`src/hdl/bbpg_pkg.sv`:
```
// package: shared types and constants for the bevel border pixel generator
`timescale 1ns / 1ps
`default_nettype none

package bbpg_pkg;

  localparam int MaxSizeDefault = 64;

  typedef enum logic [2:0] {
    STYLE_NONE       = 3'd0,
    STYLE_FLAT       = 3'd1,
    STYLE_SINGLE     = 3'd2,
    STYLE_INSET      = 3'd3,
    STYLE_DOUBLE     = 3'd4,
    STYLE_DBL_INSET  = 3'd5
  } style_e;

  typedef enum logic [2:0] {
    PIECE_TL     = 3'd0,
    PIECE_TR     = 3'd1,
    PIECE_BL     = 3'd2,
    PIECE_BR     = 3'd3,
    PIECE_TOP    = 3'd4,
    PIECE_LEFT   = 3'd5,
    PIECE_RIGHT  = 3'd6,
    PIECE_BOTTOM = 3'd7
  } piece_e;

  typedef enum logic [1:0] {
    REG_BASE_COLOR   = 2'd0,
    REG_BORDER_SIZE  = 2'd1,
    REG_BORDER_STYLE = 2'd2,
    REG_BEVEL_WIDTH  = 2'd3
  } reg_idx_e;

endpackage

`default_nettype wire

```
`src/hdl/bevel_border_pixel_generator_core.sv`:
```
// top level: registered pixel generator for beveled border art
//
// usage:
//   a query beat (piece_i, column_i, row_i) is taken at a rising edge with
//   start_i high and busy_o low; busy_o stays low, so one query per clock.
//   each query passes an input register, then the pixel logic, then a
//   result register: the result shows on pixel_argb_o / outside_o with
//   valid_o high for exactly one cycle, starting at the edge after the
//   query edge. throughput is one pixel per cycle, set by the single
//   combinational stage between the two registers. the receiver cannot
//   stall; every result beat is taken when shown.
//   configuration beats come on cfg_valid_i / cfg_ready_o with cfg_index_i
//   and cfg_data_i; cfg_ready_o is always high. write only while no query
//   is in flight.
//   reset: base color 0, size 1, style flat, bevel 0, pipeline empty.
`timescale 1ns / 1ps
`default_nettype none

module bevel_border_pixel_generator_core
  import bbpg_pkg::*;
#(
  parameter int MAX_SIZE = MaxSizeDefault
) (
  input  wire logic        clk_i,
  input  wire logic        rst_ni,
  input  wire logic        start_i,
  output logic             busy_o,
  input  wire logic [2:0]  piece_i,
  input  wire logic [5:0]  column_i,
  input  wire logic [5:0]  row_i,
  output logic             valid_o,
  output logic [31:0]      pixel_argb_o,
  output logic             outside_o,
  input  wire logic        cfg_valid_i,
  output logic             cfg_ready_o,
  input  wire logic [1:0]  cfg_index_i,
  input  wire logic [31:0] cfg_data_i
);

  logic [31:0] base_color_q;
  logic [6:0]  border_size_q;
  logic [2:0]  border_style_q;
  logic [6:0]  bevel_width_q;

  logic        in_valid_q;
  piece_e      piece_q;
  logic [5:0]  column_q;
  logic [5:0]  row_q;

  logic        out_valid_q;
  logic [31:0] pixel_q, pixel_d;
  logic        outside_q, outside_d;

  logic [6:0]  size_sat, size_eff, half;
  logic [2:0]  style_w;
  logic        dbl, bevelled, inset;
  logic [7:0]  a8, r8, g8, b8;
  logic [10:0] r5, g5, b5;
  logic [7:0]  r1, g1, b1;
  logic [31:0] hl_raw, ll_raw, hl, ll;
  logic [7:0]  xs, ys, sz, bv, rx, ry;
  logic        x_lo, y_lo, x_hi, y_hi, reg_a, reg_b;

  assign busy_o      = 1'b0;
  assign cfg_ready_o = 1'b1;

  // configuration registers
  always_ff @(posedge clk_i or negedge rst_ni) begin
    if (!rst_ni) begin
      base_color_q   <= 32'd0;
      border_size_q  <= 7'd1;
      border_style_q <= STYLE_FLAT;
      bevel_width_q  <= 7'd0;
    end else if (cfg_valid_i && cfg_ready_o) begin
      case (reg_idx_e'(cfg_index_i))
        REG_BASE_COLOR:   base_color_q   <= cfg_data_i;
        REG_BORDER_SIZE:  border_size_q  <= cfg_data_i[6:0];
        REG_BORDER_STYLE: border_style_q <= cfg_data_i[2:0];
        REG_BEVEL_WIDTH:  bevel_width_q  <= cfg_data_i[6:0];
        default: ;
      endcase
    end
  end

  // input register
  always_ff @(posedge clk_i or negedge rst_ni) begin
    if (!rst_ni) begin
      in_valid_q <= 1'b0;
    end else begin
      in_valid_q <= start_i && !busy_o;
    end
  end

  always_ff @(posedge clk_i) begin
    if (start_i && !busy_o) begin
      piece_q  <= piece_e'(piece_i);
      column_q <= column_i;
      row_q    <= row_i;
    end
  end

  // effective size and style
  always_comb begin
    size_sat = ({2'b00, border_size_q} > 9'(MAX_SIZE)) ? 7'(MAX_SIZE) : border_size_q;
    half     = size_sat >> 1;
    style_w  = border_style_q;
    size_eff = size_sat;
    if (style_w == STYLE_DOUBLE && bevel_width_q > half) begin
      style_w = STYLE_SINGLE;
    end
    if (style_w == STYLE_DBL_INSET && bevel_width_q > half) begin
      style_w = STYLE_INSET;
    end
    if (size_sat == 7'd0) begin
      style_w  = STYLE_FLAT;
      size_eff = 7'd1;
    end
    if (style_w > STYLE_DBL_INSET) begin
      style_w = STYLE_FLAT;
    end
    dbl      = (style_w == STYLE_DOUBLE) || (style_w == STYLE_DBL_INSET);
    bevelled = (style_w == STYLE_SINGLE) || (style_w == STYLE_INSET);
    inset    = (style_w == STYLE_INSET) || (style_w == STYLE_DBL_INSET);
  end

  // highlight and shadow colors
  always_comb begin
    a8 = base_color_q[31:24];
    r8 = base_color_q[23:16];
    g8 = base_color_q[15:8];
    b8 = base_color_q[7:0];
    r5 = ({3'b000, r8} + {1'b0, r8, 2'b00}) >> 2;
    g5 = ({3'b000, g8} + {1'b0, g8, 2'b00}) >> 2;
    b5 = ({3'b000, b8} + {1'b0, b8, 2'b00}) >> 2;
    r1 = (r5 > {3'b000, a8}) ? a8 : r5[7:0];
    g1 = (g5 > {3'b000, a8}) ? a8 : g5[7:0];
    b1 = (b5 > {3'b000, a8}) ? a8 : b5[7:0];
    hl_raw = {a8, r1, g1, b1};
    ll_raw = {a8, 1'b0, r8[7:1], 1'b0, g8[7:1], 1'b0, b8[7:1]};
    hl = inset ? ll_raw : hl_raw;
    ll = inset ? hl_raw : ll_raw;
  end

  // pixel logic
  always_comb begin
    xs   = {2'b00, column_q};
    ys   = {2'b00, row_q};
    sz   = {1'b0, size_eff};
    bv   = {1'b0, bevel_width_q};
    rx   = sz - 8'd1 - xs;
    ry   = sz - 8'd1 - ys;
    x_lo = xs < bv;
    y_lo = ys < bv;
    x_hi = (xs + bv) >= sz;
    y_hi = (ys + bv) >= sz;
    reg_a = x_lo && y_hi;
    reg_b = x_hi && y_lo;
    pixel_d   = base_color_q;
    outside_d = 1'b0;
    if (piece_q inside {PIECE_TOP, PIECE_LEFT, PIECE_RIGHT, PIECE_BOTTOM}) begin
      outside_d = dbl ? (xs >= sz) : (column_q != 6'd0);
      if (dbl) begin
        if (x_lo) pixel_d = hl;
        else if (x_hi) pixel_d = ll;
      end else if (bevelled) begin
        pixel_d = (piece_q inside {PIECE_TOP, PIECE_LEFT}) ? hl : ll;
      end
    end else begin
      outside_d = (xs >= sz) || (ys >= sz);
      if (dbl) begin
        case (piece_q)
          PIECE_TL: begin
            if (x_hi && y_hi) pixel_d = ll;
            else if (x_lo || y_lo) pixel_d = hl;
          end
          PIECE_BR: begin
            if (x_lo && y_lo) pixel_d = hl;
            else if (x_hi || y_hi) pixel_d = ll;
          end
          PIECE_BL: begin
            if (reg_a) pixel_d = (ry >= xs) ? hl : ll;
            else if (reg_b) pixel_d = (rx > ys) ? ll : hl;
            else if (y_hi) pixel_d = ll;
            else if (x_lo) pixel_d = hl;
          end
          default: begin
            if (reg_b) pixel_d = (ys > rx) ? ll : hl;
            else if (reg_a) pixel_d = (xs > ry) ? hl : ll;
            else if (y_lo) pixel_d = hl;
            else if (x_hi) pixel_d = ll;
          end
        endcase
      end else if (bevelled) begin
        case (piece_q)
          PIECE_TL: pixel_d = hl;
          PIECE_BR: pixel_d = ll;
          default:  pixel_d = (rx > ys) ? hl : ll;
        endcase
      end
    end
    if (outside_d) begin
      pixel_d = 32'd0;
    end
  end

  // result register
  always_ff @(posedge clk_i or negedge rst_ni) begin
    if (!rst_ni) begin
      out_valid_q <= 1'b0;
    end else begin
      out_valid_q <= in_valid_q;
    end
  end

  always_ff @(posedge clk_i) begin
    if (in_valid_q) begin
      pixel_q   <= pixel_d;
      outside_q <= outside_d;
    end
  end

  assign valid_o      = out_valid_q;
  assign pixel_argb_o = pixel_q;
  assign outside_o    = outside_q;

  // checks
  a_lat: assert property (@(posedge clk_i) disable iff (!rst_ni)
    (start_i && !busy_o) |=> ##1 valid_o)
    else $error("result beat missing two cycles after query");

  a_no_spurious: assert property (@(posedge clk_i) disable iff (!rst_ni)
    (valid_o |-> $past(in_valid_q)))
    else $error("result beat without a query in flight");

  a_outside_zero: assert property (@(posedge clk_i) disable iff (!rst_ni)
    (valid_o && outside_o) |-> (pixel_argb_o == 32'd0))
    else $error("pixel not zero outside the piece");

endmodule

`default_nettype wire
```
`config.mk`:
```
export PLATFORM = sky130hd
export DESIGN_NAME = bevel_border_pixel_generator_core
export DESIGN_NICKNAME = d
export VERILOG_FILES = /design/src/hdl/bbpg_pkg.sv /design/src/hdl/bevel_border_pixel_generator_core.sv
export SDC_FILE = /design/constraint.sdc
export NUM_CORES = 1
export LEC_CHECK = 0
export BUFFER_PORTS_ARGS = -buffer_cell sky130_fd_sc_hd__buf_2
export CORE_MARGIN = 8
export CORE_UTILIZATION = 45
export CTS_BUF_LIST = sky130_fd_sc_hd__clkbuf_8
export CTS_CLUSTER_DIAMETER = 100
export DETAILED_ROUTE_END_ITERATION = 7
export GPL_TIMING_DRIVEN = 0
export PLACE_DENSITY_LB_ADDON = 0.2
export SLEW_MARGIN = 20
export SYNTH_ARGS = -nofsm -noshare
export SYNTH_HDL_FRONTEND = slang
export SYNTH_SLANG_ARGS = --single-unit
```
`constraint.sdc`:
```
create_clock -name clk_i -period 12.42 [get_ports clk_i]
set_input_delay 1.863 -clock clk_i [delete_from_list [all_inputs] [get_ports clk_i]]
set_output_delay 1.863 -clock clk_i [all_outputs]
set_load 0.01 [all_outputs]
```
==> run metrics, run 1 <==
Hold Slack 582.2 ps; RSZ-0062 raised after global routing no; port bufs 86; relative slew slack 0.1396; Tightest Pin Transition 1286 ps; dpl cell area 0.01522 mm^2; required time of the critical path 12620 ps; Cell Count, Final, Fillers Out 2375; DRC 0; CP Max Fanout 9; IR drop worst, VDD 0.0001544 V; FF-to-FF setup slack 5570 ps; top post-synthesis cells by area ha_1 (11%), edfxtp_1 (10%), dfrtp_1 (8.6%); clock sink count 99; Reg area 0.002721 mm^2; Layout area overhead 8.623%; Initial Util 0.4537; Row Count 65; number of synthesized flops with an enable pin 48; most common library cells after synthesis nand2_1 (184), o21ai_0 (176), a21oi_1 (175); final setup vio count 0; Clk Latency, worst-skew pair 480 ps; post-DP HPWL 59690 um; GR Util All Layers 0.4076; DR iter-0 viols 2546; Power Dens Cells 324.5 mW/mm^2; area of the multi-input gates 0.01074 mm^2; post-CTS sizing 0; Num CTS Buffers 9; Final TNS setup 0 ps; WS Path Type register to register; adder-cell share of the synthesized area 0.1182; Congestion Overflow GR 0; Syn Std Cell Area 0.01420 mm^2; area of the core 0.03131 mm^2; Leakage 6.094 nW; vias in the first global route 16374; H-tree depth 3; fin. max-slew vios 0; Synth top area share 0.1083; layout cells sized above 1 0.1269; Critical Path AT 7060 ps; path type of the worst min-delay path register to register; Total Nets Final 2148; Die Ht 193.7 um; Die Wd 193.7 um; Worst Setup End Kind register; CTS tree built; Final Routed Wirelength 79560 um; leading area contributor after synthesis ha_1; Die ar. 0.03751 mm^2; fin crit share 0.5519; Synth cell types 99; outcome complete, no violations; fin crit period 6855 ps; Post-CTS Hold Fix Bufs 0; largest family of logic cells by synthesized area compound AO/OA/AOI/OAI gates; DP Cell Count 2356; Post-Synth Simple-Gate Area 0.1742; DR WL/cell 33.50 um; Synth Area per Inst 7.621 um^2; DR pass1 iterations 7; total power 0.005007 W; MaxCap Viol Count 0; fill count 3114; achievable frequency 0.1459 GHz; global-route wire length before repair 113000 um; flops & latches, synth 99; Compound-Gate Fraction of Synth Area 0.3573; XOR/XNOR Fraction of Synth Area 0.02396; antenna violations before repair 3; largest net degree at the start of global routing 52; Seq/Total Area, Yosys 0.1915; mux cell area share after synthesis 0.07954; postcts setup bufs 0; Synth Warn # 0; Final Cell Area 0.01543 mm^2; post-synthesis cell count 1864; startpoint types register; DR vias 17235; Reg clk slew, reported paths 130 ps; prevailing post-synth register cell dfrtp_1; most common cell in the netlist nand2_1; Clock Tree Buf Depth 2; clk root buf clkbuf_8; Boundary Pins 89; Hold Fails Final Rpt 0; via/cell ratio 7.257; post-route ant nets 0; Clock Skews 38.66 ps; Post-synth ARST share 0.5152; GP Congestion 1.151; Synth Net Count 2047
==> registers in the layout, summed over array words and instances (netlist names) <==
name / cells
column_q: 6
border_style_q: 3
outside_o: 1
pixel_argb_o: 32
bevel_width_q: 7
piece_q: 3
valid_o: 1
in_valid_q: 1
base_color_q: 32
row_q: 6
border_size_q: 7
==> worst max-delay path, stage by stage, from the launching register on <==
cell	delay (ps)
dfrtp_1	380
buf_6	140
or4_4	580
nor2_1	310
a21o_1	290
inv_1	80
ha_1	320
xnor2_1	290
ha_1	340
o21a_1	200
o31ai_1	120
nand2_1	110
a21oi_1	200
xor2_1	100
ha_1	300
o21ai_0	90
a21oi_1	290
o22ai_4	180
nor3_2	550
a21oi_2	320
a21oi_1	620
a221oi_1	230
o41ai_1	410
a21oi_1	140
==> metal layers <==
| layer | share of wire | track usage | wire length, um |
|---|---|---|---|
| met5 | 0.00077 | 0.01055 | 61 |
| met4 | 0.082 | 0.2945 | 6549 |
| met3 | 0.13 | 0.1348 | 10300 |
| met2 | 0.41 | 0.6049 | 32940 |
| met1 | 0.37 | 0.4886 | 29710 |
==> worst paths after layout <==
path,endpoint,startpoint,depth (start not counted)
max in group asynchronous,in_valid_q,rst_ni,1
worst max register to register,pixel_argb_o[20],border_size_q[6],23
worst min register to register,pixel_argb_o[11],in_valid_q,0
worst min-delay path,pixel_argb_o[11],in_valid_q,0
worst max-delay path,pixel_argb_o[20],border_size_q[6],23
min in group asynchronous,valid_o,rst_ni,1
==> final cells by class <==
type,instances,area share
Clock inverter,6,0.004054
Sequential cell,99,0.1764
Multi-Input combinational cell,1577,0.6958
Inverter,65,0.01581
Clock buffer,10,0.008920
Antenna cell,3,0.0004865
Timing Repair Buffer,90,0.03130
Tap cell,402,0.03260
Buffer,123,0.03463
==> cell families after synthesis <==
family | after synthesis
adders and majority gates | 130
muxes | 105
and+or+nand+nor | 543
AOI/OAI and AO/OA | 759
buffers and inverters | 188
other | 2
xor gates and xnor gates | 38
DFF | 99
==> cells in the final DEF (no fill, tap or decap), drive strengths merged, types with 49 or more instances in the layout <==
master,instances
dfrtp,49
clkbuf,97
nor2,174
inv,65
mux2,53
buf,126
nand2,185
a21oi,179
mux2i,52
ha,123
o21ai,190
==> through the flow <==
| stage | worst slack [ps] | util |
|---|---|---|
| 3_5_place_dp | 5798 | 0.4860 |
| 2_1_floorplan | 7356 | - |
| 5_1_grt | 5460 | 0.4927 |
| 4_1_cts | 5790 | 0.4924 |
| 6_report | 5566 | 0.4928 |
| 3_3_place_gp | 5850 | 0.4835 |
==> where the power goes <==
part / switching (W) / total, W / internal, W
Clock: 0.000137 / 0.000235 / 0.0000984
Sequential: 0.0000822 / 0.000489 / 0.000407
Combinational: 0.00305 / 0.00428 / 0.00123
Power figures use the tool's default switching activity.
==> run 2: changes to the inputs <==
clock period = 6.3 ns   (was 12.42 ns; I/O delays follow)
==> run 2 against run 1 <==
Die area stayed put. Non-clock buffer count is 7 higher. Wire length down 0.27%. Highest routed layer unchanged. Utilization rose by 0.55 points. Hold slack got worse by 76 ps. Total power rose by 100%. Sequential share of layout area down 0.20 points. First-iteration DRC count down 2.9%. Largest cell class unchanged. Clock power grew 97%. Count of clock-buffer cells in the layout unchanged. Global-route usage about the same.
==> run metrics, run 2 (synthesis results as in run 1) <==
Clk Latency, worst-skew pair 480 ps (about the same); fin. max-slew vios 0 (unchanged); port bufs 86 (unchanged); GP Congestion 1.151 (unchanged); FF-to-FF Start border_size_q[6] (unchanged); achievable frequency 0.1597 GHz (was 0.1459 GHz); total power 0.01001 W (was 0.005007 W); layout cells sized above 1 0.1391 (was 0.1269); global-route wire length before repair 112900 um (was 113000 um); Clock Skews 33.97 ps (was 38.66 ps); Final TNS setup 0 ps (unchanged); IR drop worst, VDD 0.0002843 V (was 0.0001544 V); fin crit period 6260 ps (was 6855 ps); RSZ-0062 raised after global routing yes (was no); Num CTS Buffers 9 (unchanged); GR Util All Layers 0.4078 (was 0.4076); Final Routed Wirelength 79340 um (was 79560 um); clock sink count 99 (unchanged); relative slew slack 0.1238 (was 0.1396); post-DP HPWL 59690 um (unchanged); Post-CTS Hold Fix Bufs 0 (unchanged); WS Path Type register to register (unchanged); DP Cell Count 2356 (unchanged); Congestion Overflow GR 0 (unchanged); largest net degree at the start of global routing 52 (unchanged); area of the multi-input gates 0.01082 mm^2 (was 0.01074 mm^2); Row Count 65 (unchanged); required time of the critical path 6440 ps (was 12620 ps); Critical Path AT 6400 ps (was 7060 ps); CTS tree built (unchanged); post-route ant nets 0 (unchanged); setup ws final 39.94 ps (was 5566 ps); Reg clk slew, reported paths 100 ps (was 130 ps); FF-to-FF End pixel_argb_o[15] (was pixel_argb_o[20]); pre-CTS setup slack -322.3 ps (was 5798 ps); Die Wd 193.7 um (unchanged); final setup vio count 0 (unchanged); Layout area overhead 9.839% (was 8.623%); dpl cell area 0.01522 mm^2 (unchanged); path type of the worst min-delay path input port to asynchronous set/reset pin (was register to register); Initial Util 0.4537 (unchanged); Hold Fails Final Rpt 0 (unchanged); Reg area 0.002721 mm^2 (unchanged); clk root buf clkbuf_8 (unchanged); DR WL/cell 33.30 um (was 33.50 um); DRC 0 (unchanged); Cell Count, Final, Fillers Out 2383 (was 2375); DR pass1 iterations 6 (was 7); CP Max Fanout 10 (was 9); via/cell ratio 7.225 (was 7.257); Total Nets Final 2155 (was 2148); Final Cell Area 0.01560 mm^2 (was 0.01543 mm^2); H-tree depth 3 (unchanged); MaxCap Viol Count 0 (unchanged); Leakage 6.158 nW (was 6.094 nW); fin crit share 0.9937 (was 0.5519); vias in the first global route 16359 (was 16374); Reg2Reg Depth 15 (was 23); FF-to-FF setup slack 40 ps (was 5570 ps); Clock Tree Buf Depth 2 (unchanged); most common cell after layout, fill and taps aside nand2_1 (unchanged); DR vias 17216 (was 17235); Power Dens Cells 641.3 mW/mm^2 (was 324.5 mW/mm^2); DR iter-0 viols 2471 (was 2546); most frequent cells in the layout nand2_1 (184), o21ai_0 (172), a21oi_1 (169), nor2_1 (167), ha_1 (123) (was nand2_1 (184), a21oi_1 (174), o21ai_0 (173), nor2_1 (170), ha_1 (123)); fill count 3114 (unchanged); Die ar. 0.03751 mm^2 (unchanged); Worst Setup End Kind register (unchanged); Boundary Pins 89 (unchanged); antenna violations before repair 2 (was 3); Die Ht 193.7 um (unchanged); outcome complete, no violations (unchanged); area of the core 0.03131 mm^2 (unchanged); startpoint types register (unchanged); Tightest Pin Transition 1310 ps (was 1286 ps)
-- run 2: per-stage QoR --
stage / util / hold slack [ps]
after detailed placement: 0.4860 / 583.6
after global placement: 0.4835 / 554.2
after CTS: 0.4931 / 542.6
final: 0.4983 / 506.0
after floorplan: - / 538.1
after global routing: 0.4981 / 565.5
-- run 2: cell type report --
class	count	area share
Inverter	65	0.01588
Tap cell	402	0.03224
Antenna cell	4	0.0006415
Timing Repair Buffer	97	0.03512
Sequential cell	99	0.1744
Clock inverter	6	0.004010
Multi-Input combinational cell	1577	0.6937
Clock buffer	10	0.008821
Buffer	123	0.03512
-- run 2: worst max path at each step --
stage	endpoint	slack, ps	startpoint	cells past startpoint
floorplan	pixel_argb_o[20]	1240	border_size_q[6]	23
global placement	pixel_argb_o[20]	-270	border_size_q[6]	23
detailed placement	pixel_argb_o[20]	-320	border_size_q[6]	23
CTS	pixel_argb_o[20]	10	border_size_q[6]	22
global route	pixel_argb_o[15]	-10	border_size_q[6]	15
finish	pixel_argb_o[15]	40	border_size_q[6]	15
-- run 2: power by group --
| group | switching [W] | internal, W | leakage (nW) |
|---|---|---|---|
| clock network | 0.000270 | 0.000194 | 0.105 |
| logic | 0.00606 | 0.00252 | 4.96 |
| registers | 0.000161 | 0.000801 | 1.09 |
| total | 0.00649 | 0.00352 | 6.16 |
-- run 2: layer usage --
| layer | vias to the layer above | part of all wire | track usage |
|---|---|---|---|
| li1 | 7321 | - | - |
| met2 | 1374 | 0.42 | 0.6065 |
| met4 | 2 | 0.081 | 0.2936 |
| met1 | 8153 | 0.37 | 0.4910 |
| met5 | - | 0.00072 | 0.01055 |
| met3 | 366 | 0.13 | 0.1302 |
-- run 2: worst max-delay path, cell delays in order (launching register included) --
cell	delay, ps
dfrtp_1	380
buf_6	140
inv_1	170
clkbuf_1	390
nand2_1	340
ha_1	410
a21o_1	190
nand2_1	60
a31oi_1	240
or2_2	360
buf_2	260
o211ai_1	780
nand2b_1	680
clkinvlp_4	530
clkbuf_1	700
o32ai_1	270
-- run 2: repair_timing --
| action | in CTS | in global routing |
|---|---|---|
| pin swaps | 0 | 3 |
| gates resized for setup | 4 | 30 |
| buffers inserted | 0 | 7 |
| setup endpoints to repair | 13 | 23 |
